--- src/sv/vrlp_pkg.sv ---
package vrlp_pkg;

  localparam logic [7:0] TAG_RECORD = 8'h0A;
  localparam logic [7:0] TAG_ID     = 8'h08;
  localparam logic [7:0] TAG_NAME   = 8'h12;

  localparam logic [2:0] KIND_NAME_START = 3'd0;
  localparam logic [2:0] KIND_NAME_BYTE  = 3'd1;
  localparam logic [2:0] KIND_RECORD_END = 3'd2;
  localparam logic [2:0] KIND_STOPPED    = 3'd3;
  localparam logic [2:0] KIND_STREAM_END = 3'd4;

  typedef struct packed {
    logic [7:0] data_byte;
    logic       last_byte;
  } in_item_t;

  typedef struct packed {
    logic [2:0]  kind;
    logic [31:0] record_id;
    logic [7:0]  name_char;
    logic        run_last;
  } out_item_t;

  // results caused by one byte, in emit order: lead, record end, stream end
  typedef struct packed {
    logic        lead_vld;
    logic [2:0]  lead_kind;
    logic        rec_end;
    logic        strm_end;
    logic [31:0] id;
    logic [7:0]  ch;
  } bundle_t;

endpackage

--- src/sv/vrlp_front.sv ---
module vrlp_front (
  input  logic              clk,
  input  logic              rst_n,
  input  logic              in_push,
  input  vrlp_pkg::in_item_t in_item,
  input  logic              q_full,
  output logic              q_push,
  output vrlp_pkg::bundle_t q_data
);
  import vrlp_pkg::*;

  typedef enum logic [6:0] {
    PH_TOP  = 7'b0000001,
    PH_RLEN = 7'b0000010,
    PH_TAG  = 7'b0000100,
    PH_ID   = 7'b0001000,
    PH_SLEN = 7'b0010000,
    PH_STR  = 7'b0100000,
    PH_STOP = 7'b1000000
  } phase_t;

  phase_t      phase_r, phase_nxt;
  logic [31:0] accum_r, accum_nxt;
  logic [2:0]  group_r, group_nxt;
  logic [31:0] rec_left_r, rec_left_nxt;
  logic [31:0] str_left_r, str_left_nxt;
  logic [31:0] cur_id_r, cur_id_nxt;

  logic [7:0]  b;
  logic        accept;
  logic [31:0] shifted;
  logic [31:0] vt_val;
  logic        vt_done;
  logic [2:0]  vt_group;
  logic [31:0] rec_used;
  logic [31:0] str_dec;
  bundle_t     bnd;

  assign b       = in_item.data_byte;
  assign accept  = in_push && !q_full;
  assign vt_done = !b[7];

  always_comb begin
    case (group_r)
      3'd0:    shifted = {25'd0, b[6:0]};
      3'd1:    shifted = {18'd0, b[6:0], 7'd0};
      3'd2:    shifted = {11'd0, b[6:0], 14'd0};
      3'd3:    shifted = {4'd0, b[6:0], 21'd0};
      3'd4:    shifted = {b[3:0], 28'd0};
      default: shifted = 32'd0;
    endcase
  end

  assign vt_val   = accum_r | shifted;
  assign vt_group = (group_r < 3'd5) ? group_r + 3'd1 : group_r;
  assign rec_used = (rec_left_r != 32'd0) ? rec_left_r - 32'd1 : 32'd0;
  assign str_dec  = (str_left_r != 32'd0) ? str_left_r - 32'd1 : 32'd0;

  always_comb begin
    phase_nxt    = phase_r;
    accum_nxt    = accum_r;
    group_nxt    = group_r;
    rec_left_nxt = rec_left_r;
    str_left_nxt = str_left_r;
    cur_id_nxt   = cur_id_r;
    bnd.lead_vld  = 1'b0;
    bnd.lead_kind = KIND_NAME_START;
    bnd.rec_end   = 1'b0;
    bnd.strm_end  = 1'b0;
    bnd.ch        = b;
    case (phase_r)
      PH_TOP: begin
        if (b == TAG_RECORD) begin
          cur_id_nxt = 32'd0;
          accum_nxt  = 32'd0;
          group_nxt  = 3'd0;
          phase_nxt  = PH_RLEN;
        end else begin
          bnd.lead_vld  = 1'b1;
          bnd.lead_kind = KIND_STOPPED;
          phase_nxt     = PH_STOP;
        end
      end
      PH_RLEN: begin
        accum_nxt = vt_val;
        group_nxt = vt_group;
        if (vt_done) begin
          rec_left_nxt = vt_val;
          if (vt_val == 32'd0) begin
            bnd.rec_end = 1'b1;
            phase_nxt   = PH_TOP;
          end else begin
            phase_nxt = PH_TAG;
          end
        end
      end
      PH_TAG: begin
        rec_left_nxt = rec_used;
        if (b == TAG_ID) begin
          accum_nxt = 32'd0;
          group_nxt = 3'd0;
          phase_nxt = PH_ID;
        end else if (b == TAG_NAME) begin
          accum_nxt = 32'd0;
          group_nxt = 3'd0;
          phase_nxt = PH_SLEN;
        end else if (rec_used == 32'd0) begin
          bnd.rec_end = 1'b1;
          phase_nxt   = PH_TOP;
        end
      end
      PH_ID: begin
        rec_left_nxt = rec_used;
        accum_nxt    = vt_val;
        group_nxt    = vt_group;
        if (vt_done) begin
          cur_id_nxt = vt_val;
          if (rec_used == 32'd0) begin
            bnd.rec_end = 1'b1;
            phase_nxt   = PH_TOP;
          end else begin
            phase_nxt = PH_TAG;
          end
        end
      end
      PH_SLEN: begin
        rec_left_nxt = rec_used;
        accum_nxt    = vt_val;
        group_nxt    = vt_group;
        if (vt_done) begin
          str_left_nxt  = vt_val;
          bnd.lead_vld  = 1'b1;
          bnd.lead_kind = KIND_NAME_START;
          if (vt_val != 32'd0) begin
            phase_nxt = PH_STR;
          end else if (rec_used == 32'd0) begin
            bnd.rec_end = 1'b1;
            phase_nxt   = PH_TOP;
          end else begin
            phase_nxt = PH_TAG;
          end
        end
      end
      PH_STR: begin
        rec_left_nxt  = rec_used;
        str_left_nxt  = str_dec;
        bnd.lead_vld  = 1'b1;
        bnd.lead_kind = KIND_NAME_BYTE;
        if (str_dec == 32'd0) begin
          if (rec_used == 32'd0) begin
            bnd.rec_end = 1'b1;
            phase_nxt   = PH_TOP;
          end else begin
            phase_nxt = PH_TAG;
          end
        end
      end
      default: begin
      end
    endcase
    bnd.id = cur_id_nxt;
    if (in_item.last_byte) begin
      // flush an open record, then close the stream
      if (phase_nxt != PH_TOP && phase_nxt != PH_STOP) begin
        bnd.rec_end = 1'b1;
      end
      bnd.strm_end = 1'b1;
      phase_nxt    = PH_TOP;
      accum_nxt    = 32'd0;
      group_nxt    = 3'd0;
      rec_left_nxt = 32'd0;
      str_left_nxt = 32'd0;
      cur_id_nxt   = 32'd0;
    end
  end

  assign q_push = accept && (bnd.lead_vld || bnd.rec_end || bnd.strm_end);
  assign q_data = bnd;

  always_ff @(posedge clk) begin
    if (!rst_n) begin
      phase_r    <= PH_TOP;
      accum_r    <= 32'd0;
      group_r    <= 3'd0;
      rec_left_r <= 32'd0;
      str_left_r <= 32'd0;
      cur_id_r   <= 32'd0;
    end else if (accept) begin
      phase_r    <= phase_nxt;
      accum_r    <= accum_nxt;
      group_r    <= group_nxt;
      rec_left_r <= rec_left_nxt;
      str_left_r <= str_left_nxt;
      cur_id_r   <= cur_id_nxt;
    end
  end

endmodule

--- src/sv/vrlp_queue.sv ---
module vrlp_queue #(
  parameter int DEPTH = 4
) (
  input  logic              clk,
  input  logic              rst_n,
  input  logic              push,
  input  vrlp_pkg::bundle_t push_data,
  output logic              full,
  input  logic              pop,
  output vrlp_pkg::bundle_t pop_data,
  output logic              empty
);
  import vrlp_pkg::*;

  localparam int AW = (DEPTH > 1) ? $clog2(DEPTH) : 1;
  localparam int CW = $clog2(DEPTH + 1);

  bundle_t         mem_r [DEPTH];
  logic [AW-1:0]   wr_ptr_r, wr_ptr_nxt;
  logic [AW-1:0]   rd_ptr_r, rd_ptr_nxt;
  logic [CW-1:0]   cnt_r, cnt_nxt;
  logic            do_push, do_pop;

  assign full     = (cnt_r == CW'(DEPTH));
  assign empty    = (cnt_r == '0);
  assign do_push  = push && !full;
  assign do_pop   = pop && !empty;
  assign pop_data = mem_r[rd_ptr_r];

  assign wr_ptr_nxt = (wr_ptr_r == AW'(DEPTH - 1)) ? '0 : wr_ptr_r + 1'b1;
  assign rd_ptr_nxt = (rd_ptr_r == AW'(DEPTH - 1)) ? '0 : rd_ptr_r + 1'b1;

  always_comb begin
    cnt_nxt = cnt_r;
    if (do_push && !do_pop) begin
      cnt_nxt = cnt_r + 1'b1;
    end else if (do_pop && !do_push) begin
      cnt_nxt = cnt_r - 1'b1;
    end
  end

  always_ff @(posedge clk) begin
    if (do_push) begin
      mem_r[wr_ptr_r] <= push_data;
    end
  end

  always_ff @(posedge clk) begin
    if (!rst_n) begin
      wr_ptr_r <= '0;
      rd_ptr_r <= '0;
      cnt_r    <= '0;
    end else begin
      if (do_push) begin
        wr_ptr_r <= wr_ptr_nxt;
      end
      if (do_pop) begin
        rd_ptr_r <= rd_ptr_nxt;
      end
      cnt_r <= cnt_nxt;
    end
  end

endmodule

--- src/sv/vrlp_back.sv ---
module vrlp_back (
  input  logic               clk,
  input  logic               rst_n,
  input  logic               q_empty,
  input  vrlp_pkg::bundle_t  q_data,
  output logic               q_pop,
  output logic               out_empty,
  input  logic               out_pop,
  output vrlp_pkg::out_item_t out_item
);
  import vrlp_pkg::*;

  bundle_t   cur_r, cur_nxt;
  logic      out_vld_r, out_vld_nxt;
  out_item_t out_r, out_nxt;
  logic [1:0] pend;
  logic      adv;
  logic      load;

  assign pend  = 2'(cur_r.lead_vld) + 2'(cur_r.rec_end) + 2'(cur_r.strm_end);
  assign adv   = !out_vld_r || out_pop;
  assign load  = (pend == 2'd0) || (adv && pend == 2'd1);
  assign q_pop = load && !q_empty;

  always_comb begin
    cur_nxt     = cur_r;
    out_nxt     = out_r;
    out_vld_nxt = out_vld_r && !out_pop;
    if (adv && pend != 2'd0) begin
      out_vld_nxt       = 1'b1;
      out_nxt.record_id = 32'd0;
      out_nxt.name_char = 8'd0;
      out_nxt.run_last  = (pend == 2'd1);
      if (cur_r.lead_vld) begin
        out_nxt.kind = cur_r.lead_kind;
        if (cur_r.lead_kind == KIND_NAME_BYTE) begin
          out_nxt.name_char = cur_r.ch;
        end
        cur_nxt.lead_vld = 1'b0;
      end else if (cur_r.rec_end) begin
        out_nxt.kind      = KIND_RECORD_END;
        out_nxt.record_id = cur_r.id;
        cur_nxt.rec_end   = 1'b0;
      end else begin
        out_nxt.kind     = KIND_STREAM_END;
        cur_nxt.strm_end = 1'b0;
      end
    end
    if (q_pop) begin
      cur_nxt = q_data;
    end
  end

  assign out_empty = !out_vld_r;
  assign out_item  = out_r;

  always_ff @(posedge clk) begin
    out_r         <= out_nxt;
    cur_r.lead_kind <= cur_nxt.lead_kind;
    cur_r.id      <= cur_nxt.id;
    cur_r.ch      <= cur_nxt.ch;
    if (!rst_n) begin
      out_vld_r      <= 1'b0;
      cur_r.lead_vld <= 1'b0;
      cur_r.rec_end  <= 1'b0;
      cur_r.strm_end <= 1'b0;
    end else begin
      out_vld_r      <= out_vld_nxt;
      cur_r.lead_vld <= cur_nxt.lead_vld;
      cur_r.rec_end  <= cur_nxt.rec_end;
      cur_r.strm_end <= cur_nxt.strm_end;
    end
  end

endmodule

--- src/sv/varint_record_list_parser.sv ---
// channel   | ports                          | handshake
// ----------+--------------------------------+--------------------------------
// input     | in_push, in_full, in_item      | beat when in_push && !in_full
// result    | out_empty, out_pop, out_item   | beat when out_pop && !out_empty
//
// Unless in_full, the front takes a byte per cycle; its state is counters, a shift.
// Each byte yields zero to three results, queued as one bundle between the parts.
// Without out_pop stalls the back part emits one result per cycle, so bytes sustain
// one per cycle while each gives at most one result; the output register caps it.
// Synchronous active-low reset empties the queue and returns the parser to top level.
// in_full rises only when the bundle queue is full; out_pop stalls hold the result.
module varint_record_list_parser #(
  parameter int QUEUE_DEPTH = 4
) (
  input  logic                clk,
  input  logic                rst_n,
  input  logic                in_push,
  output logic                in_full,
  input  vrlp_pkg::in_item_t  in_item,
  output logic                out_empty,
  input  logic                out_pop,
  output vrlp_pkg::out_item_t out_item
);
  import vrlp_pkg::*;

  logic    q_push, q_full, q_pop, q_empty;
  bundle_t q_wdata, q_rdata;

  assign in_full = q_full;

  vrlp_front u_front (
    .clk     (clk),
    .rst_n   (rst_n),
    .in_push (in_push),
    .in_item (in_item),
    .q_full  (q_full),
    .q_push  (q_push),
    .q_data  (q_wdata)
  );

  vrlp_queue #(
    .DEPTH (QUEUE_DEPTH)
  ) u_queue (
    .clk       (clk),
    .rst_n     (rst_n),
    .push      (q_push),
    .push_data (q_wdata),
    .full      (q_full),
    .pop       (q_pop),
    .pop_data  (q_rdata),
    .empty     (q_empty)
  );

  vrlp_back u_back (
    .clk       (clk),
    .rst_n     (rst_n),
    .q_empty   (q_empty),
    .q_data    (q_rdata),
    .q_pop     (q_pop),
    .out_empty (out_empty),
    .out_pop   (out_pop),
    .out_item  (out_item)
  );

endmodule

--- config.mk ---
export PLATFORM = sky130hd
export DESIGN_NAME = varint_record_list_parser
export DESIGN_NICKNAME = d
export VERILOG_FILES = /design/src/sv/vrlp_pkg.sv /design/src/sv/vrlp_front.sv /design/src/sv/vrlp_queue.sv /design/src/sv/vrlp_back.sv /design/src/sv/varint_record_list_parser.sv
export SDC_FILE = /design/constraint.sdc
export NUM_CORES = 1
export LEC_CHECK = 0
export BUFFER_PORTS_ARGS = -buffer_cell sky130_fd_sc_hd__buf_2
export CELL_PAD_IN_SITES_DETAIL_PLACEMENT = 1
export CELL_PAD_IN_SITES_GLOBAL_PLACEMENT = 2
export CORE_MARGIN = 4
export CORE_UTILIZATION = 43
export CTS_BUF_LIST = sky130_fd_sc_hd__clkbuf_4 sky130_fd_sc_hd__clkbuf_8 sky130_fd_sc_hd__clkbuf_16
export DETAILED_ROUTE_END_ITERATION = 10
export PLACE_DENSITY_LB_ADDON = 0.1
export SLEW_MARGIN = 5
export SYNTH_ARGS = -nofsm -noshare
export SYNTH_HDL_FRONTEND = slang
export SYNTH_HIERARCHICAL = 1
export SYNTH_SLANG_ARGS = --single-unit
--- constraint.sdc ---
create_clock -name clk -period 5.9 [get_ports clk]
set_input_delay 0.59 -clock clk [delete_from_list [all_inputs] [get_ports clk]]
set_output_delay 0.59 -clock clk [all_outputs]
set_load 0.005 [all_outputs]
==> results by group <==
Outcome
  – Outcome: completed

Final layout
  – Layout area overhead: 12.52%
  – Cell Count, Final, Fillers Out: ~2300
  – Commonest non-fill, non-tap cell in the layout: edfxtp_1
  – Share of cells above drive strength 1: 15.92%
  – Nets@finish: 1726
  – Ant diodes: 0
  – Filler cell count: about 4700
  – Commonest non-fill, non-tap cells in the layout: edfxtp_1 (271), dfxtp_1 (149), nor2b_1 (121)

Hold path
  – Hold depth: 1
  – Type of the most critical hold path: primary input to register
  – Hold EP: u_queue/mem_r[0][2]
  – Hold Crit Start: in_item[3]

Worst setup path
  – Cells on worst reg2reg path: 19
  – Critical path peak fanout: 11
  – Buf+Inv Stages, Crit Path: 3
  – CP Cell Sequence: inv_1, ha_1, nor3b_1, nand4_1, nor4_1, xnor2_1, nand3_1, or4_1, a21oi_2, a21bo_4, a21oi_1, nor2b_1, buf_4, ha_1, inv_1, fa_1, xor2_1, or3_1, a21boi_0
  – Critical path class: register to register
  – Worst stage delay on the critical path: 630 ps
  – Critical-path top delay cell: nor4_1
  – Critical path depth: 19
  – Required @ worst endpoint: 6400 ps
  – CP Capture Type: register
  – Crit path max-delay family: simple AND/OR/NAND/NOR gates
  – Startpoint types: register
  – Crit path DAT: 5670 ps
  – Reg2reg start: u_front/rec_left_r[0]
  – FF-to-FF End: u_queue/cnt_r[2]
  – Reg2reg setup slack: about 730 ps

Floorplanning
  – Initial core utilization: 43.83%
  – CORE AREA: 44510 um2
  – Die X: ~220 um
  – Num ports: 59
  – Full die area: 48840 um2
  – Standard-cell row count: 77
  – Die Span Y: 221.0 um

Route
  – Via density per instance: about 5.8
  – DR pass1 iterations: 5
  – DR vias: around 14000
  – Routed len/inst: 22.70 um
  – Drt total wl: 52790 um
  – DRT iter0 DRCs: 940
  – Remaining antenna violation count: 0
  – # DRC: 0

Place
  – Post-placement cell count: 2240
  – RePlAce Congestion: 0.8267
  – Pre-CTS WS: 757.5 ps
  – Detailed placer's ending HPWL: about 34000 um
  – Port bufs: 58

Clock network
  – Number of buffers created by CTS: 46
  – Clock-pin slew on the worst setup and hold paths: 60 ps
  – H-tree depth: 2
  – Clock latency on the worst-skew pair: between 500 and 600 ps
  – TritonCTS clock tree: built
  – Max Root-Sink Buffers: 3
  – Cts repair resizes: 0
  – CTS Sinks: 422
  – Post-CTS Setup Bufs: 0
  – Cts hold-fix bufs: 0
  – Root buffer cell: clkbuf_16

Logic synthesis
  – Dominant cell type by area after synthesis: edfxtp_1
  – Complex-gate fraction of the synthesized area: 11.26%
  – Post-synth EDFFs: between 200 and 300
  – Top-area cell type share of the netlist area: 41.71%
  – Synth Area in XOR/XNOR: between 2 and 2.5%
  – Synth Area in Adders: around 1.2%
  – #FFs+latches synth: 422
  – Post-synthesis cell type count: 88
  – Synth area leaders: edfxtp_1 (42%), dfxtp_1 (15%), mux4_2 (4.6%)
  – Syn Inst Count: roughly 1700
  – Post-synth ARST share: 0%
  – Average size of a mapped cell: 11.58 um2
  – Synth Flop Type: edfxtp_1
  – Mux contribution to synthesized area: 5.900%
  – Synth Warn #: 6
  – Post-Syn Area: 19510 um2
  – Mapped Nets: 1715
  – Largest family of logic cells by synthesized area: simple AND/OR/NAND/NOR gates
  – Synth Area in Simple Gates: between 15 and 20%
  – Register area share after synthesis: 57.21%

Power and ir drop
  – Power Internal: roughly 6300 uW
  – Combinational share of power: 18.0%
  – P_sw: 2334 uW
  – Clock group share of total power: between 30% and 40%
  – Sequential Power Share: 46.7%
  – Switching power share of the total: 27.14%
  – Power Dens Cells: roughly 400 nW/um2
  – P_leak: 0.007439 uW
  – Peak supply drop: 0.3901 mV

Timing
  – Setup_tns: 0 ps
  – Final period util: 87.65%
  – FMAX: 193.4 MHz
  – Worst slew margin: 22.05%
  – Unrepaired setup endpoints after global routing: false
  – Worst slew pin tran: between 1000 and 1500 ps
  – Final min period: between 5000 and 6000 ps
  – Final Hold Fails: 0
  – Count of final setup violators: 0
  – Fin worst setup slack: 728.6 ps
  – Clock Skew: between 20 and 25 ps
  – Slew Viols, Final: 0

GRT
  – First-pass GRT wire length: 83040 um
  – Global-route usage over all layers: 21.29%
  – Total gr overflow: 0
  – Number of global-route vias before repair: 13850
  – Largest net degree at the start of global routing: 93
  – Initial antenna violation count: 1

Job
  – Max-cap violation count: 0
-- synthesized netlist by cell type (21+ instances only) --
cell      count
a21oi_1      94
o21ai_0      74
nand4_1      21
mux4_2       40
nand3_1      64
a31oi_1      34
nor2b_1     121
clkbuf_1    106
nor3_1       90
edfxtp_1    271
nor4_1       33
and2_1       42
a22oi_1      61
nor2_1       90
nand2_1      58
dfxtp_1     151
xnor2_1      31
-- area by class of cell --
class / instances / area (um2) / area share, %
Sequential cell: 422 / 11160 / 50.85
Clock inverter: 26 / 329.1 / 1.499
Timing Repair Buffer: 100 / 658.1 / 2.998
Clock buffer: 60 / 1300 / 5.922
Inverter: 19 / 71.32 / 0.3249
Tap cell: 592 / 740.7 / 3.374
Multi-Input combinational cell: 1107 / 7690 / 35.03
-- per-stage QoR --
| step | hold WS [ps] | utilization (%) | power (uW) | cell area, um2 |
|---|---|---|---|---|
| after detailed placement | 484.6 | 45.66 | 5670 | 20320 |
| after CTS | 377.4 | 49.32 | 8736 | 21950 |
| final | 414.9 | 49.32 | 8602 | 21950 |
| after global routing | 384.7 | 49.32 | 9048 | 21950 |
| after floorplan | 459.6 | - | 5092 | 19510 |
| after global placement | 477.3 | 45.66 | 5608 | 20320 |
-- routing by layer --
| metal | vias up | part of all wire [%] | GRT usage [%] |
|---|---|---|---|
| met5 | - | 0 | 0 |
| met1 | 6818 | 47 | 30.08 |
| met2 | 270 | 46 | 34.07 |
| met4 | 0 | 2.4 | 5.396 |
| li1 | 6336 | - | - |
| met3 | 79 | 4.7 | 4.227 |
-- power groups by stage --
stage          logic (uW)  clock network, uW  registers, uW
2_1_floorplan         998                  0           4090
3_3_place_gp         1550                  0           4060
3_5_place_dp         1580                  0           4090
4_1_cts              1590               3110           4030
5_1_grt              1720               3250           4080
6_report             1550               3030           4020
-- logic make-up after synthesis --
| group | count (synthesis) |
|---|---|
| buf+inv | 156 |
| simple gates | 635 |
| xor+xnor | 51 |
| other cells | 1 |
| compound gates | 348 |
| flops | 422 |
| mux | 55 |
| fa+ha+maj | 17 |
-- registers in the layout, indices dropped and copies added, names as in the netlist, 3 cells and up, named ones only --
register / cells
u_front/str_left_r: 32
u_queue/cnt_r: 3
u_front/accum_r: 32
u_front/group_r: 3
u_front/rec_left_r: 32
u_queue/mem_r: 184
u_front/cur_id_r: 32
u_front/phase_r: 7
u_back/out_item: 44
u_back/cur_r: 46
-- how the worst max path moves through the flow --
stage	startpoint	end	slack (ps)
after floorplan	u_front/rec_left_r[0]	u_queue/mem_r[0][0]	1170
after global placement	u_front/rec_left_r[0]	u_queue/cnt_r[2]	860
after detailed placement	u_front/rec_left_r[0]	u_queue/cnt_r[2]	760
after CTS	u_front/rec_left_r[0]	u_queue/cnt_r[2]	700
after global routing	u_front/rec_left_r[0]	u_queue/cnt_r[2]	300
final	u_front/rec_left_r[0]	u_queue/cnt_r[2]	730
Power figures use the tool's default switching activity.
